## config.mk

```make
export PLATFORM = sky130hd
export DESIGN_NAME = vmt_matrix
export DESIGN_NICKNAME = d
export VERILOG_FILES = /design/src/hw/rtl/vmt_pkg.sv /design/src/hw/rtl/vmt_matrix.sv
export SDC_FILE = /design/constraint.sdc
export NUM_CORES = 1
export LEC_CHECK = 0
export ABC_CLOCK_PERIOD_IN_PS = 1200
export BUFFER_PORTS_ARGS = -buffer_cell sky130_fd_sc_hd__buf_2
export CORE_AREA = 2 2 211 213
export DETAILED_ROUTE_END_ITERATION = 6
export DIE_AREA = 0 0 213 215
export PLACE_DENSITY_LB_ADDON = 0.25
export SLEW_MARGIN = 0
export SYNTH_ARGS = -nofsm -noshare
export SYNTH_HDL_FRONTEND = slang
export SYNTH_SLANG_ARGS = --single-unit
```

## constraint.sdc

```tcl
create_clock -name clk -period 1.2 [get_ports clk]
set_input_delay 0.24 -clock clk [delete_from_list [all_inputs] [get_ports clk]]
set_output_delay 0.24 -clock clk [all_outputs]
set_load 0.05 [all_outputs]
```

## src/hw/rtl/vmt_pkg.sv

```systemverilog
// Shared constants and command codes of the vertex transform engine.
`default_nettype none
package vmt_pkg;
	localparam int WORD_WIDTH_DEF = 32;
	localparam int FRAC_BITS_DEF  = 16;
	localparam int VEC_N          = 4;
	localparam int IDX_W          = 2;

	typedef enum logic {
		CMD_LOAD  = 1'b0,
		CMD_XFORM = 1'b1
	} cmd_t;

	// Pipeline advance enables handed from the control in the top level to each lane.
	typedef struct packed {
		logic en_s1;
		logic en_s2;
		logic en_s3;
	} adv_t;
endpackage
`default_nettype wire

```

## src/hw/rtl/vmt_matrix.sv

```systemverilog
// 4x4 matrix store, one entry written per load item, all entries read in parallel.
`default_nettype none
module vmt_matrix #(
	parameter int W = vmt_pkg::WORD_WIDTH_DEF
) (
	input  wire logic                      clk,
	input  wire logic                      arst_n,
	input  wire logic                      wr_en,
	input  wire logic [vmt_pkg::IDX_W-1:0] wr_row,
	input  wire logic [vmt_pkg::IDX_W-1:0] wr_col,
	input  wire logic signed [W-1:0]       wr_data,
	output logic signed [W-1:0]            entries [vmt_pkg::VEC_N][vmt_pkg::VEC_N]
);
	logic signed [W-1:0] mat_q [vmt_pkg::VEC_N][vmt_pkg::VEC_N];

	always_ff @(posedge clk or negedge arst_n) begin
		if (!arst_n) begin
			for (int r = 0; r < vmt_pkg::VEC_N; r++) begin
				for (int c = 0; c < vmt_pkg::VEC_N; c++) begin
					mat_q[r][c] <= '0;
				end
			end
		end else if (wr_en) begin
			mat_q[wr_row][wr_col] <= wr_data;
		end
	end

	assign entries = mat_q;
endmodule
`default_nettype wire

```

==> results of run 1 <==
## how the worst max path moves through the flow
stage	end	slack (ps)	from	depth (start not counted)
2_1_floorplan	entries[355]$_DFFE_PN0P_	-260	wr_row[1]	5
3_3_place_gp	entries[370]$_DFFE_PN0P_	-480	wr_row[1]	5
3_5_place_dp	entries[370]$_DFFE_PN0P_	-480	wr_row[1]	5
4_1_cts	entries[75]	-270	entries[75]$_DFFE_PN0P_	1
5_1_grt	entries[379]	-270	entries[379]$_DFFE_PN0P_	1
6_report	entries[75]	-220	entries[75]$_DFFE_PN0P_	1
## layout make-up
cell class | instances | share of cell area
Antenna cell | 2 | 0.0001692
Clock buffer | 83 | 0.05549
Clock inverter | 17 | 0.006472
Multi-Input combinational cell | 536 | 0.2100
Sequential cell | 512 | 0.4331
Tap cell | 592 | 0.02504
Timing Repair Buffer | 766 | 0.2697
## through the flow
step                cells  cell area [um^2]
floorplan            1133             19550
global placement     2257             23420
detailed placement   2257             23420
CTS                  2434             29040
global route         2508             29580
finish               2508             29580
## synthesized netlist by cell type
cell type	count
nand2b_1	4
buf_1	3
clkbuf_1	37
dfrtp_1	512
buf_2	42
nand2_1	2
nor3b_2	1
buf_6	3
nor2_1	10
mux2_2	502
nand3_1	1
or3_1	2
nor2b_1	1
nand3b_1	3
mux2_1	10
## routing by layer
metal | global-route usage | up-vias
met5 | 0 | -
met4 | 0.1042 | 0
met3 | 0.07833 | 133
met2 | 0.4433 | 457
met1 | 0.3356 | 6821
li1 | - | 5437
## logic make-up (layout without fill, tap and decap cells)
logic type    count (synthesis)  after routing  synth area share
other cells                   0              2                 0
simple gates                 24             24          0.006747
mux                         512            512            0.3018
flops                       512            512            0.6708
buf+inv                      85            866           0.02063
## power by group through the flow
stage	Sequential, mW	Clock [mW]	Combinational (mW)
finish	24.4	17.1	31.9
global route	24.8	18.1	32.9
CTS	24.3	17.3	31.0
detailed placement	23.6	0	25.2
global placement	23.4	0	25.0
floorplan	37.8	0	3.99
## timing repair
action	CTS	global route
gates resized for setup	1024	0
buffers inserted	76	72
hold buffers	1	0
setup endpoints to repair	512	512
endpoints found under the hold margin	98	0
==> qor.csv, run 1 <==
metric,value,unit
status,finished with violations,
failing checks,negative setup slack,
type of destination of the critical path,output port,
register area share after synthesis,0.6708,
Detail Route Antenna Nets,0,
Max-slew headroom,0.6247,
Switching Power,29.56,mW
CP max stage delay,430,ps
I/O Buffers,550,
final setup violation count,512,
Storage cell area,12810,um^2
layout cell share with drive strength beyond 1,0.7194,
H-tree Lvls,2,
CTS tree,done,
max FFs per register,512,
die area,45800,um^2
Routed WL per cell,24.98,um
M1 wire length,24.77,mm
Fill cells,2886,
Leakage,14.03,nW
first drt pass iteration count,4,
"Avg Cell Area, Syn",16.86,um^2
CP bufs+invs,1,
Synth top area share,0.6708,
post-DP HPWL,40.15,mm
Num CTS Buffers,53,
worst hold path depth,2,
Tmin final,1424,ps
root buffer cell,clkbuf_16,
"Clk Latency, worst-skew pair",570,ps
R2R cell count,3,
Max clock buf depth,3,
Congestion Overflow GR,0,
min-delay src,wr_data[3],
Logic pwr share,0.435,
pwr dens,2484,nW/um^2
Top delay family on crit path,flip-flops,
"Slew Viols, Final",0,
DR top layer,met4,
Setup Skew,0,ps
WL final,62.65,mm
setup TNS,-89360,ps
Post-layout nets,1908,
global-route wire length before repair,91.12,mm
RR Startpoint,entries[423]$_DFFE_PN0P_,
met2 wire length,30.76,mm
Post-Syn Instances,1133,
Hold/Removal Path Class,input port to flop,
Core Box Area,43640,um^2
final hold violations,0,
clock share of power,0.233,
R2R Setup Slk,150,ps
Min-Delay Endpoint,entries[355]$_DFFE_PN0P_,
Yosys warnings,0,
Max Fanout on Critical Path,2,
I/O pins,551,
Max Clk Rate,702.0,MHz
cell accounting for the most synthesized area,dfrtp_1,
initial antenna violation count,2,
switching share of power,0.4022,
Worst Setup Path Type,flop to output port,
Final WS setup,-224.5,ps
startpoint types,flop,
internal power,43.93,mW
"top cells by area, synth","dfrtp_1 67%, mux2_2 30%, buf_2 1.1%",
mapped cell area,19100,um^2
"Clk pin slew, worst setup/hold paths",70,ps
post-synth net total,1172,
WL met3,4.708,mm
Reg power frac,0.332,
Worst-Margin Slew,562.9,ps
DR iter-0 viols,631,
pre-CTS setup slack,-477.4,ps
largest net degree at the start of global routing,45,
peak supply drop,1.895,mV
"commonest cells after routing, fill and taps aside","512 x dfrtp_1, 512 x buf_6, 452 x mux2_2, 184 x buf_4, 55 x clkbuf_16",
worst hold slack,180.7,ps
max cap viols,0,
final core occ,0.6778,
drt drc,0,
Slowest cell on crit path,dfrtp_1,
CP required,960,ps
via count of the first global-routing pass,13690,
Yosys reg bits,512,
vias post-DR,12850,
Final GP Congestion,0.8044,
die height,215,um
Clock Sinks,512,
Initial Util,0.4377,
All-Layer GR Usage,0.2696,
unrepaired setup endpoints after global routing,yes,
Vias/cell,5.123,
area grow syn2layout,54.87,%
Rows,77,
period utilisation layout,1.187,
capture point of the worst reg-to-reg path,entries[423]$_DFFE_PN0P_,
synth unique cells,15,
Pwr Total,73.49,mW
area of the multi-input gates,6212,um^2
Worst EP arrival,1180,ps
"critical path, cell by cell",buf_6,
Die Wd,213,um
No activity file was read; power rests on OpenSTA's default activity.
==> run 2, diff against run 1 <==
CELL_PAD_IN_SITES_DETAIL_PLACEMENT = 0   (was unset)
CELL_PAD_IN_SITES_GLOBAL_PLACEMENT = 2   (was unset)
CORE_AREA = unset   (was 2 2 211 213)
CORE_MARGIN = 2   (was unset)
CORE_UTILIZATION = 39   (was unset)
DIE_AREA = unset   (was 0 0 213 215)
==> run 2 against run 1 <==
Compared with the run above: global-route usage fell by 3.3 points; combinational power fell by 2%; sequential share of layout area grew 0.52 points; critical endpoint is now entries[188]; power decreased by 1.2%; worst setup slack got worse by 1.0 ps; the flow still finishes with violations (negative setup slack); die area grew 11%; critical path depth unchanged; count of clock-buffer cells in the layout fell by 1; clock power hardly changed; hold slack got worse by 24 ps; first-iteration DRC count decreased by 17%.
==> qor.csv, run 2 (synthesized netlist as in run 1, its figures left out) <==
metric,value,unit,change
Max clock buf depth,3,,unchanged
Worst EP arrival,1190,ps,was 1180 ps
I/O pins,551,,unchanged
period utilisation layout,1.188,,was 1.187
Slowest cell on crit path,dfrtp_1,,unchanged
die height,225.3,um,was 215 um
cell total after placement,2285,,"was 2,257"
post-DP HPWL,41.73,mm,was 40.15 mm
Detail Route Antenna Nets,0,,unchanged
root buffer cell,clkbuf_16,,unchanged
vias post-DR,12320,,"was 12,850"
Vias/cell,4.942,,was 5.123
peak supply drop,1.537,mV,was 1.895 mV
final setup violation count,512,,unchanged
Tmin final,1425,ps,was 1424 ps
Rows,81,,was 77
pwr dens,2483,nW/um^2,was 2484 nW/um^2
CP bufs+invs,1,,unchanged
Final WS setup,-225.5,ps,was -224.5 ps
R2R cell count,3,,unchanged
Leakage,13.80,nW,was 14.03 nW
"commonest cells after routing, fill and taps aside","512 x dfrtp_1, 512 x buf_6, 452 x mux2_2, 144 x buf_4, 57 x clkbuf_16",,"was 512 x dfrtp_1, 512 x buf_6, 452 x mux2_2, 184 x buf_4, 55 x clkbuf_16"
antenna cell count,0,,was 2
max FFs per register,512,,unchanged
capture point of the worst reg-to-reg path,entries[133]$_DFFE_PN0P_,,was entries[423]$_DFFE_PN0P_
DR iter-0 viols,523,,was 631
startpoint types,flop,,unchanged
Placed Area,23400,um^2,"was 23,420 um^2"
first drt pass iteration count,6,,was 4
"Slew Viols, Final",0,,unchanged
Worst Setup Path Type,flop to output port,,unchanged
CP max stage delay,420,ps,was 430 ps
RR Startpoint,entries[133]$_DFFE_PN0P_,,was entries[423]$_DFFE_PN0P_
Post-layout nets,1867,,"was 1,908"
Clock Sinks,512,,unchanged
Final Instance Area,29230,um^2,"was 29,580 um^2"
max cap viols,0,,unchanged
unrepaired setup endpoints after global routing,yes,,unchanged
initial antenna violation count,3,,was 2
Final GP Congestion,0.7974,,was 0.8044
failing checks,negative setup slack,,unchanged
"critical path, cell by cell",buf_6,,unchanged
Die Wd,225.3,um,was 213 um
CTS tree,done,,unchanged
layout cell share with drive strength beyond 1,0.7125,,was 0.7194
drt drc,0,,unchanged
Max-slew headroom,0.6921,,was 0.6247
type of destination of the critical path,output port,,unchanged
I/O Buffers,550,,unchanged
CP required,960,ps,about the same
global-route wire length before repair,88.82,mm,was 91.12 mm
area grow syn2layout,53.05,%,was 54.87%
Hold/Removal Path Class,input port to async pin,,was input port to flop
worst hold slack,156.4,ps,was 180.7 ps
status,finished with violations,,unchanged
Initial Util,0.3926,,was 0.4377
pre-CTS setup slack,-494.4,ps,was -477.4 ps
"Clk Latency, worst-skew pair",600,ps,was 570 ps
"Clk pin slew, worst setup/hold paths",60,ps,was 70 ps
H-tree Lvls,2,,unchanged
Num CTS Buffers,55,,was 53
via count of the first global-routing pass,13180,,"was 13,690"
Worst-Margin Slew,461.8,ps,was 562.9 ps
WL final,60.61,mm,was 62.65 mm
final hold violations,0,,unchanged
Routed WL per cell,24.31,um,was 24.98 um
die area,50760,um^2,"was 45,800 um^2"
All-Layer GR Usage,0.2371,,was 0.2696
Congestion Overflow GR,0,,unchanged
largest net degree at the start of global routing,66,,was 45
Max Fanout on Critical Path,2,,unchanged
Max Clk Rate,701.5,MHz,was 702.0 MHz
Finished Layout Cells,2493,,"was 2,508"
final core occ,0.6009,,was 0.6778
R2R Setup Slk,170,ps,was 150 ps
Top delay family on crit path,flip-flops,,unchanged
Setup Skew,0,ps,unchanged
Core Box Area,48650,um^2,"was 43,640 um^2"
==> run 2: worst max-delay path by stage <==
| stage | slack, ps | end | startpoint | cells after the start |
|---|---|---|---|---|
| 2_1_floorplan | -260 | entries[355]$_DFFE_PN0P_ | wr_row[1] | 5 |
| 3_3_place_gp | -490 | entries[378]$_DFFE_PN0P_ | wr_row[1] | 5 |
| 3_5_place_dp | -490 | entries[371]$_DFFE_PN0P_ | wr_row[1] | 5 |
| 4_1_cts | -270 | entries[188] | entries[188]$_DFFE_PN0P_ | 1 |
| 5_1_grt | -280 | entries[188] | entries[188]$_DFFE_PN0P_ | 1 |
| 6_report | -230 | entries[188] | entries[188]$_DFFE_PN0P_ | 1 |
==> run 2: layout make-up <==
type	count	area, um^2
multi-input combinational	536	6212
fill	3857	19410
clock buffer	82	1640
timing repair buffer	723	7617
sequential	512	12810
clock inverter	18	172.7
tap	622	778.2
==> run 2: where the power goes <==
part,internal (mW),switching [mW]
Clock,10.0,6.85
Combinational,12.0,19.4
Sequential,21.3,3.00
Total,43.3,29.2
==> run 2: per-stage QoR <==
stage | total power [mW] | setup TNS (ps)
2_1_floorplan | 41.80 | -45500
3_5_place_dp | 48.91 | -208450
6_report | 72.59 | -92550
4_1_cts | 72.66 | -113070
3_3_place_gp | 48.66 | -203820
5_1_grt | 75.09 | -117980
==> run 2: what timing repair did <==
action,CTS,global route
hold buffers,1,0
setup buffers,68,39
hold endpoints to repair,436,0
endpoints found under the setup margin,512,512
resized for setup,1024,0
==> run 2: layer usage <==
layer / up-vias / part of all wire / global-route usage
met5: - / 0.00063 / 0
met4: 6 / 0.029 / 0.07392
met3: 96 / 0.076 / 0.08044
met2: 386 / 0.48 / 0.3833
met1: 6476 / 0.41 / 0.3011
li1: 5357 / - / -
==> run 3, diff against run 2 <==
PLACE_DENSITY = 0.95   (was unset)
PLACE_DENSITY_LB_ADDON = unset   (was 0.25)
==> run 3 against run 2 <==
Compared with the run above: the run still ends with negative setup slack left; critical endpoint is now entries[421]; count of clock-buffer cells in the layout fell by 3; hold slack lost 87 ps; register-to-register slack lost 30 ps; sequential share of layout area decreased by 0.74 points.
==> qor.csv, run 3 (synthesized netlist as in run 1, its figures left out) <==
metric,value,unit,change
Die Wd,225.3,um,unchanged
Hold/Removal Path Class,input port to async pin,,unchanged
Detail Route Antenna Nets,0,,unchanged
Core Box Area,48650,um^2,unchanged
Max-slew headroom,0.6711,,was 0.6921
Worst Setup Path Type,flop to output port,,unchanged
Top delay family on crit path,flip-flops,,unchanged
"Slew Viols, Final",0,,unchanged
startpoint types,flop,,unchanged
type of destination of the critical path,output port,,unchanged
Reg power frac,0.335,,about the same
Max Fanout on Critical Path,2,,unchanged
Tmin final,1447,ps,was 1425 ps
Post-layout nets,1935,,"was 1,867"
"critical path, cell by cell",buf_6,,unchanged
peak supply drop,1.693,mV,was 1.537 mV
Max Clk Rate,691.1,MHz,was 701.5 MHz
area grow syn2layout,55.66,%,was 53.05%
"Clk pin slew, worst setup/hold paths",60,ps,about the same
clock share of power,0.226,,was 0.233
I/O Buffers,550,,unchanged
"Clk Latency, worst-skew pair",580,ps,was 600 ps
die area,50760,um^2,unchanged
crit path capture,entries[421],,was entries[188]
Final GP Congestion,0.7896,,was 0.7974
largest net degree at the start of global routing,62,,was 66
Vias/cell,5.009,,was 4.942
post-DP HPWL,40.14,mm,was 41.73 mm
global-route wire length before repair,89.60,mm,was 88.82 mm
max FFs per register,512,,unchanged
layout cell share with drive strength beyond 1,0.7230,,was 0.7125
Final WS setup,-247.0,ps,was -225.5 ps
pwr dens,2456,nW/um^2,was 2483 nW/um^2
Critical Path Start,entries[421]$_DFFE_PN0P_,,was entries[188]$_DFFE_PN0P_
Placed Area,23470,um^2,"was 23,400 um^2"
unrepaired setup endpoints after global routing,yes,,unchanged
Worst-Margin Slew,493.3,ps,was 461.8 ps
R2R cell count,3,,unchanged
DR iter-0 viols,466,,was 523
final setup violation count,512,,unchanged
All-Layer GR Usage,0.2376,,was 0.2371
die height,225.3,um,unchanged
status,finished with violations,,unchanged
CP required,960,ps,about the same
Setup Skew,0,ps,unchanged
failing checks,negative setup slack,,unchanged
Logic pwr share,0.439,,was 0.432
capture point of the worst reg-to-reg path,entries[98]$_DFFE_PN0P_,,was entries[133]$_DFFE_PN0P_
Congestion Overflow GR,0,,unchanged
period utilisation layout,1.206,,was 1.188
RR Startpoint,entries[98]$_DFFE_PN0P_,,was entries[133]$_DFFE_PN0P_
I/O pins,551,,unchanged
switching share of power,0.4017,,was 0.4029
drt drc,0,,unchanged
Rows,81,,unchanged
Final Instance Area,29730,um^2,"was 29,230 um^2"
Finished Layout Cells,2559,,"was 2,493"
internal power,43.69,mW,was 43.35 mW
vias post-DR,12820,,"was 12,320"
max cap viols,0,,unchanged
Levels on crit path,1,,unchanged
Switching Power,29.34,mW,was 29.24 mW
"commonest cells after routing, fill and taps aside","512 x dfrtp_1, 512 x buf_6, 452 x mux2_2, 212 x buf_4, 55 x clkbuf_16",,"was 512 x dfrtp_1, 512 x buf_6, 452 x mux2_2, 144 x buf_4, 57 x clkbuf_16"
via count of the first global-routing pass,13850,,"was 13,180"
first drt pass iteration count,4,,was 6
CTS tree,done,,unchanged
Leakage,14.12,nW,was 13.80 nW
CP max stage delay,430,ps,was 420 ps
initial antenna violation count,3,,unchanged
final hold violations,0,,unchanged
R2R Setup Slk,140,ps,was 170 ps
Num CTS Buffers,53,,was 55
cell total after placement,2291,,"was 2,285"
Pwr Total,73.03,mW,was 72.59 mW
root buffer cell,clkbuf_16,,unchanged
Slowest cell on crit path,dfrtp_1,,unchanged
Worst EP arrival,1210,ps,was 1190 ps
WL final,61.78,mm,was 60.61 mm
Initial Util,0.3926,,unchanged
Clock Sinks,512,,unchanged
H-tree Lvls,2,,unchanged
CP bufs+invs,1,,unchanged
Routed WL per cell,24.14,um,was 24.31 um
Max clock buf depth,3,,unchanged
[run 3: timing repair]
action	CTS	global route
cloned	0	0
pin swaps	0	0
endpoints found under the setup margin	512	512
endpoints found under the hold margin	456	0
hold buffers	1	0
setup buffers	95	76
gates resized for setup	1024	0
[run 3: through the flow]
step | hold WS (ps) | setup TNS [ps] | worst slack [ps] | util
finish | 69.19 | -90670 | -247.0 | 0.6112
global route | 64.25 | -115460 | -294.1 | 0.6112
CTS | 39.59 | -107430 | -273.1 | 0.5994
detailed placement | 85.70 | -201520 | -499.9 | 0.4825
global placement | 81.75 | -196660 | -499.0 | 0.4825
floorplan | -55.59 | -45500 | -255.4 | -
[run 3: worst min path at each step]
stage                          endpoint  slack, ps  depth (start not counted)
3_3_place_gp   entries[109]$_DFFE_PN0P_         80                          1
6_report       entries[111]$_DFFE_PN0P_         70                          2
5_1_grt        entries[109]$_DFFE_PN0P_         60                          2
3_5_place_dp    entries[11]$_DFFE_PN0P_         90                          1
2_1_floorplan    entries[0]$_DFFE_PN0P_        -60                          0
4_1_cts        entries[109]$_DFFE_PN0P_         40                          2
[run 3: cell type report]
type | instances | area [um^2]
fillers | 3380 | 18910
well taps | 622 | 778.2
flip-flops and latches | 512 | 12810
diodes | 2 | 5.005
clock inverters | 15 | 160.2
multi-input cells | 536 | 6212
repair buffers | 793 | 8168
clock buffers | 79 | 1597
[run 3: power by group through the flow]
stage / Sequential [mW] / Clock, mW / Combinational (mW)
final: 24.5 / 16.5 / 32.0
after floorplan: 37.8 / 0 / 3.99
after CTS: 24.3 / 16.8 / 31.1
after global placement: 23.4 / 0 / 24.8
after global routing: 24.9 / 17.5 / 33.0
after detailed placement: 23.6 / 0 / 25.0
[run 3: metal layers]
layer,up-vias,share of wire,GRT usage
met1,6696,0.39,0.2868
li1,5488,-,-
met3,127,0.066,0.06193
met5,-,0.00021,0
met2,505,0.51,0.4086
met4,2,0.033,0.08930
